[config.mk]
export PLATFORM = sky130hd
export DESIGN_NAME = running_lcm_accumulator
export DESIGN_NICKNAME = d
export VERILOG_FILES = /design/src/rtl/core/rla_pkg.sv /design/src/rtl/core/rla_unit.sv /design/src/rtl/core/rla_seq.sv /design/src/rtl/core/running_lcm_accumulator.sv
export SDC_FILE = /design/constraint.sdc
export NUM_CORES = 2
export LEC_CHECK = 0
export ABC_AREA = 1
export BUFFER_PORTS_ARGS = -buffer_cell sky130_fd_sc_hd__buf_4
export CAP_MARGIN = 20
export CORE_UTILIZATION = 35
export DETAILED_ROUTE_END_ITERATION = 16
export SLEW_MARGIN = 20
export SYNTH_ARGS = -nofsm -noshare
export SYNTH_HDL_FRONTEND = slang
export SYNTH_SLANG_ARGS = --single-unit
[constraint.sdc]
create_clock -name clk -period 54.8 [get_ports clk]
set_input_delay 5.48 -clock clk [delete_from_list [all_inputs] [get_ports clk]]
set_output_delay 5.48 -clock clk [all_outputs]
set_load 0.005 [all_outputs]
[src/rtl/core/rla_pkg.sv]
package rla_pkg;

  typedef enum logic [2:0] {
    ST_IDLE,
    ST_GCD,
    ST_DIV,
    ST_MUL,
    ST_OUT
  } state_t;

  // control from sequencer to the shared shift/subtract unit
  typedef struct packed {
    logic start;
    logic is_mul;
  } unit_ctrl_t;

endpackage

[src/rtl/core/rla_unit.sv]
// Shared bit-serial unit: restoring divide (quotient and remainder) or
// shift-add multiply, one bit per cycle.
module rla_unit #(
  parameter int W = 63
) (
  input  logic               clk,
  input  logic               rst,
  input  rla_pkg::unit_ctrl_t ctrl,
  input  logic [W-1:0]       a,
  input  logic [W-1:0]       b,
  output logic               done,
  output logic [W-1:0]       quo,
  output logic [W-1:0]       rem,
  output logic [2*W-1:0]     prod
);

  localparam int CW = $clog2(W + 1);

  logic [CW-1:0]  cnt;
  logic           busy;
  logic           is_mul;
  logic [W-1:0]   dvs;
  logic [W-1:0]   q;
  logic [W:0]     r;
  logic [2*W-1:0] acc;
  logic [2*W-1:0] mcand;
  logic [W-1:0]   mplier;
  logic [W:0]     r_sh;
  logic           fits;

  assign r_sh = {r[W-1:0], q[W-1]};
  assign fits = r_sh >= {1'b0, dvs};

  always_ff @(posedge clk) begin
    if (rst) begin
      busy <= 1'b0;
      done <= 1'b0;
      cnt  <= '0;
    end else begin
      done <= 1'b0;
      if (ctrl.start) begin
        busy   <= 1'b1;
        is_mul <= ctrl.is_mul;
        cnt    <= CW'(W);
        dvs    <= b;
        q      <= a;
        r      <= '0;
        acc    <= '0;
        mcand  <= {{W{1'b0}}, a};
        mplier <= b;
      end else if (busy) begin
        if (is_mul) begin
          if (mplier[0]) acc <= acc + mcand;
          mcand  <= mcand << 1;
          mplier <= mplier >> 1;
        end else begin
          r <= fits ? r_sh - {1'b0, dvs} : r_sh;
          q <= {q[W-2:0], fits};
        end
        cnt <= cnt - 1'b1;
        if (cnt == CW'(1)) begin
          busy <= 1'b0;
          done <= 1'b1;
        end
      end
    end
  end

  assign quo  = q;
  assign rem  = r[W-1:0];
  assign prod = acc;

endmodule

[src/rtl/core/rla_seq.sv]
// Sequencer: Euclid via repeated remainders, then v/g, then q*acc.
module rla_seq #(
  parameter int W = 63
) (
  input  logic                clk,
  input  logic                rst,
  input  logic                in_fire,
  input  logic [W-1:0]        v_in,
  input  logic                first_in,
  input  logic                last_in,
  input  logic                out_ready,
  output logic                busy,
  output logic                out_valid,
  output logic [W-1:0]        acc_o,
  output logic                ovf_o,
  output logic                last_o,
  output rla_pkg::unit_ctrl_t ctrl,
  output logic [W-1:0]        ua,
  output logic [W-1:0]        ub,
  input  logic                udone,
  input  logic [W-1:0]        uquo,
  input  logic [W-1:0]        urem,
  input  logic [2*W-1:0]      uprod
);

  rla_pkg::state_t state, state_next;
  logic [W-1:0] acc, v, x, y, g;
  logic         ovf, last, pend;

  always_ff @(posedge clk) begin
    if (rst) begin
      state <= rla_pkg::ST_IDLE;
      acc   <= '0;
      ovf   <= 1'b0;
      pend  <= 1'b0;
    end else begin
      state <= state_next;
      pend  <= 1'b0;
      unique case (state)
        rla_pkg::ST_IDLE: begin
          if (in_fire) begin
            last <= last_in;
            v    <= v_in;
            x    <= v_in;
            y    <= acc;
            if (first_in) begin
              acc <= v_in;
              ovf <= 1'b0;
            end else if (acc == '0) begin
              acc <= '0;
            end else begin
              pend <= 1'b1;
            end
          end
        end
        rla_pkg::ST_GCD: begin
          if (udone) begin
            x <= y;
            y <= urem;
            if (urem == '0) begin
              g    <= y;
              pend <= 1'b1;
            end else begin
              pend <= 1'b1;
            end
          end
        end
        rla_pkg::ST_DIV: begin
          if (udone) begin
            v    <= uquo;
            pend <= 1'b1;
          end
        end
        rla_pkg::ST_MUL: begin
          if (udone) begin
            if (uprod[2*W-1:W] != '0) begin
              acc <= '1;
              ovf <= 1'b1;
            end else begin
              acc <= uprod[W-1:0];
            end
          end
        end
        default: ;
      endcase
    end
  end

  // a zero accumulator makes the lcm zero (both-zero case too)
  always_comb begin
    state_next  = state;
    ctrl.start  = pend;
    ctrl.is_mul = 1'b0;
    ua = x;
    ub = y;
    unique case (state)
      rla_pkg::ST_IDLE:
        if (in_fire) state_next = (!first_in && acc != '0) ? rla_pkg::ST_GCD
                                                            : rla_pkg::ST_OUT;
      rla_pkg::ST_GCD:
        if (udone && urem == '0) state_next = rla_pkg::ST_DIV;
      rla_pkg::ST_DIV: begin
        ua = v;
        ub = g;
        if (udone) state_next = rla_pkg::ST_MUL;
      end
      rla_pkg::ST_MUL: begin
        ua = v;
        ub = acc;
        ctrl.is_mul = 1'b1;
        if (udone) state_next = rla_pkg::ST_OUT;
      end
      rla_pkg::ST_OUT:
        if (out_ready) state_next = rla_pkg::ST_IDLE;
      default: state_next = rla_pkg::ST_IDLE;
    endcase
  end

  assign busy      = state != rla_pkg::ST_IDLE;
  assign out_valid = state == rla_pkg::ST_OUT;
  assign acc_o     = acc;
  assign ovf_o     = ovf;
  assign last_o    = last;

endmodule

[src/rtl/core/running_lcm_accumulator.sv]
// Running lcm over sets of integers. Each request yields one result: the
// lcm of the set so far (saturated to all ones on overflow), a sticky
// overflow flag cleared by first_item, and set_done echoing last_item.
// A first item or a zero accumulator goes from idle straight to the
// output state. Otherwise one shared bit-serial divide/multiply unit
// does the work in passes: one per Euclid remainder (up to
// ~1.44*VALUE_BITS passes), one for value/gcd, one multiply.
// The block takes one request at a time; in_ready is low while busy.
// Bits of value above VALUE_BITS are ignored.
module running_lcm_accumulator #(
  parameter int VALUE_BITS = 63
) (
  input  logic        clk,
  input  logic        rst,
  input  logic        in_valid,
  output logic        in_ready,
  input  logic [62:0] value,
  input  logic        first_item,
  input  logic        last_item,
  output logic        out_valid,
  input  logic        out_ready,
  output logic [62:0] running_lcm,
  output logic        overflow,
  output logic        set_done
);

  localparam int W = VALUE_BITS;

  logic                busy;
  logic                in_fire;
  rla_pkg::unit_ctrl_t ctrl;
  logic [W-1:0]        ua, ub, uquo, urem, acc;
  logic [2*W-1:0]      uprod;
  logic                udone;

  assign in_ready = !busy;
  assign in_fire  = in_valid && in_ready;

  rla_seq #(.W(W)) u_seq (
    .clk(clk), .rst(rst), .in_fire(in_fire), .v_in(value[W-1:0]),
    .first_in(first_item), .last_in(last_item), .out_ready(out_ready),
    .busy(busy), .out_valid(out_valid), .acc_o(acc), .ovf_o(overflow),
    .last_o(set_done), .ctrl(ctrl), .ua(ua), .ub(ub), .udone(udone),
    .uquo(uquo), .urem(urem), .uprod(uprod)
  );

  rla_unit #(.W(W)) u_unit (
    .clk(clk), .rst(rst), .ctrl(ctrl), .a(ua), .b(ub), .done(udone),
    .quo(uquo), .rem(urem), .prod(uprod)
  );

  assign running_lcm = 63'(acc);

endmodule

# Yosys cells after proc, flatten, opt, wreduce, memory -nomap -nowiden
# Index checks and enable logic that the tools add are counted.
# word_totals
reg_bits	834
in_bits	69
wordCells	127
# op_classes
eq_ne	15
mux	55
n_lt_le_gt_ge	1
reduce_logical	31
bitwise	2
addsub	3
# ops
cell	n
$mux W63	21
$mux W126	5
$pmux W63 S2	5
$add A126 B126 Y126	1
$logic_not A63 Y1	2
$reduce_bool A63 Y1	2
$ge A64 B63 Y1	1
$sub A63 B63 Y63	1
$reduce_and A4 Y1	5
$mux W3	6
$pmux W3 S5	1
$mux W1	13
$mux W6	2
$ne A2 B1 Y1 const B	6
$reduce_bool A2 Y1	6
$reduce_and A5 Y1	2
$reduce_and A3 Y1	3
$eq A3 B2 Y1 const B	2
$eq A6 B1 Y1 const B	1
$ne A2 B2 Y1 const B	3
$sub A6 B1 Y6 const B	1
$pmux W1 S2	2
$reduce_or A2 Y1	2
$eq A3 B1 Y1 const B	1
other kinds (9)	13

# Longest topological paths before layout
# logic_depth
ltp_word	5
ltp_mapped	19

# By module
# Synthesis repeated with hierarchy kept, for this count alone.
# unflattened
cells_unflattened	7921
hier_area_um2	54700.0
# modules_own_cells
module	seq_area_each_um2	n_inst	area_per_inst_um2	cells_each
rla_unit	15324.7	1	38791.0	5938
rla_seq	8958.6	1	15895.2	1980
running_lcm_accumulator	0.0	1	13.8	3

# Least setup slack after synthesis
# Ideal clock, no wire load.
# synth_timing
path_kind	input-to-reg
from	input rst
to	register u_seq.x[0] (enable)
cell_stages	3
arrival_ns	25.012
n_path_buf	0
path_slack_ns	28.510
cell_sequence	inv_2 -> nand2_1 -> a2111oi_0
# synth_via
elab_chain_len	2
# synth_lines
element	line_no	rtl
start: declaration	running_lcm_accumulator.sv:14	input logic rst,
$not A1 Y1 (no line)	n/a	
$reduce_and A4 Y1 (no line)	n/a	
end signal: assignment	rla_seq.sv:44	x <= v_in;
end signal: assignment	rla_seq.sv:58	x <= y;
end: declaration	rla_seq.sv:27	logic [W-1:0] acc, v, x, y, g;
# No other way between the ends.
# A chain may end at the register's enable or synchronous reset.

# Worst setup path in the final report
# layout_timing
from	input rst
to	register u_unit.q[55], in the netlist u_unit.quo[55] (enable)
# layout_via
elab_chain_len	2
# layout_lines
element	line_no	rtl
$not A1 Y1 (no line)	n/a	
$reduce_and A3 Y1 (no line)	n/a	
end signal: assignment	rla_unit.sv:58	q <= {q[W-2:0], fits};
end: declaration	rla_unit.sv:23	logic [W-1:0] q;
# No other way between the ends.

==> impl_metrics.tcl <==
set metrics [dict create \
    outcome "completed" \
    start_util 0.354 \
    critical_path.max_stage_delay_ns 0.83 \
    drt.antenna.violating_nets 0 \
    layout_worst_path_cycle_share 0.156 \
    synthesis.area_mm2 0.0548 \
    layout.area.seq_mm2 0.0243 \
    worst_setup_hold_path_clk_slew_ns 0.06 \
    criticalPathCategory "in -> reg" \
    initial_drt_pass_iterations 6 \
    postCtsSetupRepairBufs 0 \
    finalWorstPathRequiredPeriod_ns 8.55 \
    final_net_count 8156 \
    dr_total_vias 49800 \
    crit_path_frequent_cell "buf_4" \
    layout_common_cells "nand2_1 (2793), inv_1 (1552), nor2_1 (845)" \
    cts_buffer_depth 3 \
    floorplan.die_area_mm2 0.158 \
    synth.distinct_cells 44 \
    areaGrowthSynthToFinish_pct 11.7 \
    place.detailed.hpwl_mm 162 \
    synth_cells 7824 \
    timing_hold_violations_final 0 \
    critical_path_arrival_ns 8.87 \
    tightest_slew_ns 1.10 \
    layout.core_utilization 0.395 \
    layout_setup_ws_ns 46.25 \
    fmax_mhz 117 \
    worst_path_dominant_cell_family "buffers and inverters" \
    clk-insertion-delay-late_ns 0.71 \
    ctsResizeCount 0 \
    post-synth-top-area-cell "edfxtp_1" \
    crit_path_top_delay_cell "buf_4" \
    cp-start-kind "input pin" \
    synth.yosys.warnings 0 \
    fillers 16500 \
    first_iter_violations 4578 \
    cts.hold.buffers_added 0 \
    worst_r2r_startpoint "u_seq.pend" \
    clock_buffer_count_from_cts 98 \
    leakagePower_uw 0.0304 \
    cp_max_fo 70 \
    design.portCount 136 \
    final-max-slew-violation-count 0 \
    grt_pass1_wl_mm 299 \
    portBuffers 135 \
    path_buf_inv 5 \
    dp_slack_ns 45.46 \
    drc_errors 0 \
    die-width_um 398 \
    report.final.setup_viol 0 \
    pwr_per_cell_area_mw_per_mm2 39.3 \
    nets_in_the_synthesized_netlist 8085 \
    post_drt_via_cell_ratio 4.97 \
    worst_hold_slack_across_all_endpoints_ns 0.440 \
    timing.critical_path.from "rst" \
    core_area_mm2 0.155 \
    first_global_vias 47300 \
    yosys-top-cells-area "edfxtp_1 (42%), nand2_1 (19%), inv_1 (11%)" \
    post_drt_wl_per_cell_um 20.3 \
    fin_setup_tns_ns 0 \
    max-cap-violations 0 \
    dpl-instance-area_mm2 0.0579 \
    final_common_cell "nand2_1" \
    multi_input_comb_area_mm2 0.0239 \
    finClkSkew_ns 0.0383 \
    clock_root_buffer "clkbuf_16" \
    grt_max_degree 99 \
    final_design_area_no_fill_mm2 0.0612 \
    grt_remaining_overflow 0 \
    placementRows 144 \
    r2r_setup_slack_ns 50.48 \
    worst_hold_path_type "reg -> reg" \
    crit_chain "buf_4 -> inv_2 -> buf_4 -> nand2_1 -> o21ai_4 -> buf_4 -> buf_4" \
    synth_sequential_area_ratio 0.443 \
    chipHeight_um 398 \
    unrepaired_setup_endpoints_after_global_routing "no" \
    grt_antenna_before_repair 2 \
    groute.usage.overall 0.253 \
    clock_sinks 834 \
    globalplace.congestion 1.03 \
    share_of_layout_cells_above_drive_strength_1 0.0466 \
    htree_levels 3 \
    post_synth.cell_area_avg_um2 7.00 \
    timing.critical_path.to_type "register" \
    ys_ff_latch 834 \
    hold_start "u_seq.y[12]" \
    vdd_ir_drop_max_v 0.0000272 \
    finalWirelength_mm 204 \
    timing.slew.headroom 0.265 \
    cp.required_ns 55.11 \
    tritoncts_clock_tree "done" \
    synth_top_area_share 0.415 \
]
==> layout make-up <==
type	count	area share
antenna	1	0.0000409
sequential	834	0.397
clock buffer	125	0.0431
timing repair buffer	174	0.0216
multi-input combinational	5225	0.390
tap	2044	0.0418
inverter	1562	0.0961
clock inverter	55	0.0104
==> logic make-up (layout without fill, tap and decap cells) <==
logic type               count (synthesis)  in the layout  synth area share
AND/OR/NAND/NOR                       4077           4077             0.296
buffers and inverters                 1765           1916             0.123
AO/OA/AOI/OAI                          920            920            0.0884
flip-flops                             834            834             0.443
adder cells (fa/ha/maj)                192            192            0.0441
XOR/XNOR                                36             36           0.00576
other                                    0              1                 0
==> cell usage after synthesis, drive strengths merged <==
library cell  count
a2111oi           1
a21oi           317
a22oi            62
a31oi             3
and2             14
and3              1
buf              57
clkbuf          146
dfxtp            76
edfxtp          758
fa                2
ha              190
inv            1562
nand2          2803
nand3           202
nand3b           11
nand4           110
nor2            853
nor3             36
nor3b             1
nor4             44
o21a              9
o21ai           509
o21bai           18
o31ai             1
or2               2
xnor2             7
xor2             29
==> stage by stage <==
stage	cells	power, uW
6_report	10000	2400
5_1_grt	10000	2530
4_1_cts	10000	2410
3_5_place_dp	9839	1730
3_3_place_gp	9839	1720
2_1_floorplan	7824	1460
==> routing by layer <==
metal / up-vias / global-route usage / share of wire
li1: 24600 / - / -
met1: 23200 / 0.329 / 0.42
met2: 1632 / 0.417 / 0.46
met3: 342 / 0.0292 / 0.060
met4: 4 / 0.124 / 0.054
met5: - / 0 / 0.00015
==> flip-flops by register name (all words and copies together) (netlist names) <==
signal         flops
u_seq.last_o       1
u_seq.g           63
u_unit.r          63
u_unit.done        1
u_unit.mplier     63
u_seq.acc_o       63
u_unit.prod      126
u_seq.y           63
u_unit.cnt         6
u_seq.v           63
u_unit.dvs        63
u_unit.busy        1
u_seq.ovf_o        1
u_unit.mcand     126
u_seq.state        3
u_unit.quo        63
u_unit.is_mul      1
u_seq.x           63
u_seq.pend         1
==> final timing paths <==
| check | depth (start not counted) | endpoint |
|---|---|---|
| worst min register to register | 0 | u_seq.g[12] |
| worst max register to register | 7 | u_unit.quo[15] |
| worst min-delay path | 0 | u_seq.g[12] |
| worst max-delay path | 7 | u_unit.quo[55] |
==> where the power goes <==
group / switching (uW) / internal [uW]
Combinational: 535 / 215
Sequential: 94.9 / 886
Clock: 285 / 389
Total: 915 / 1490
Power figures use the tool's default switching activity.
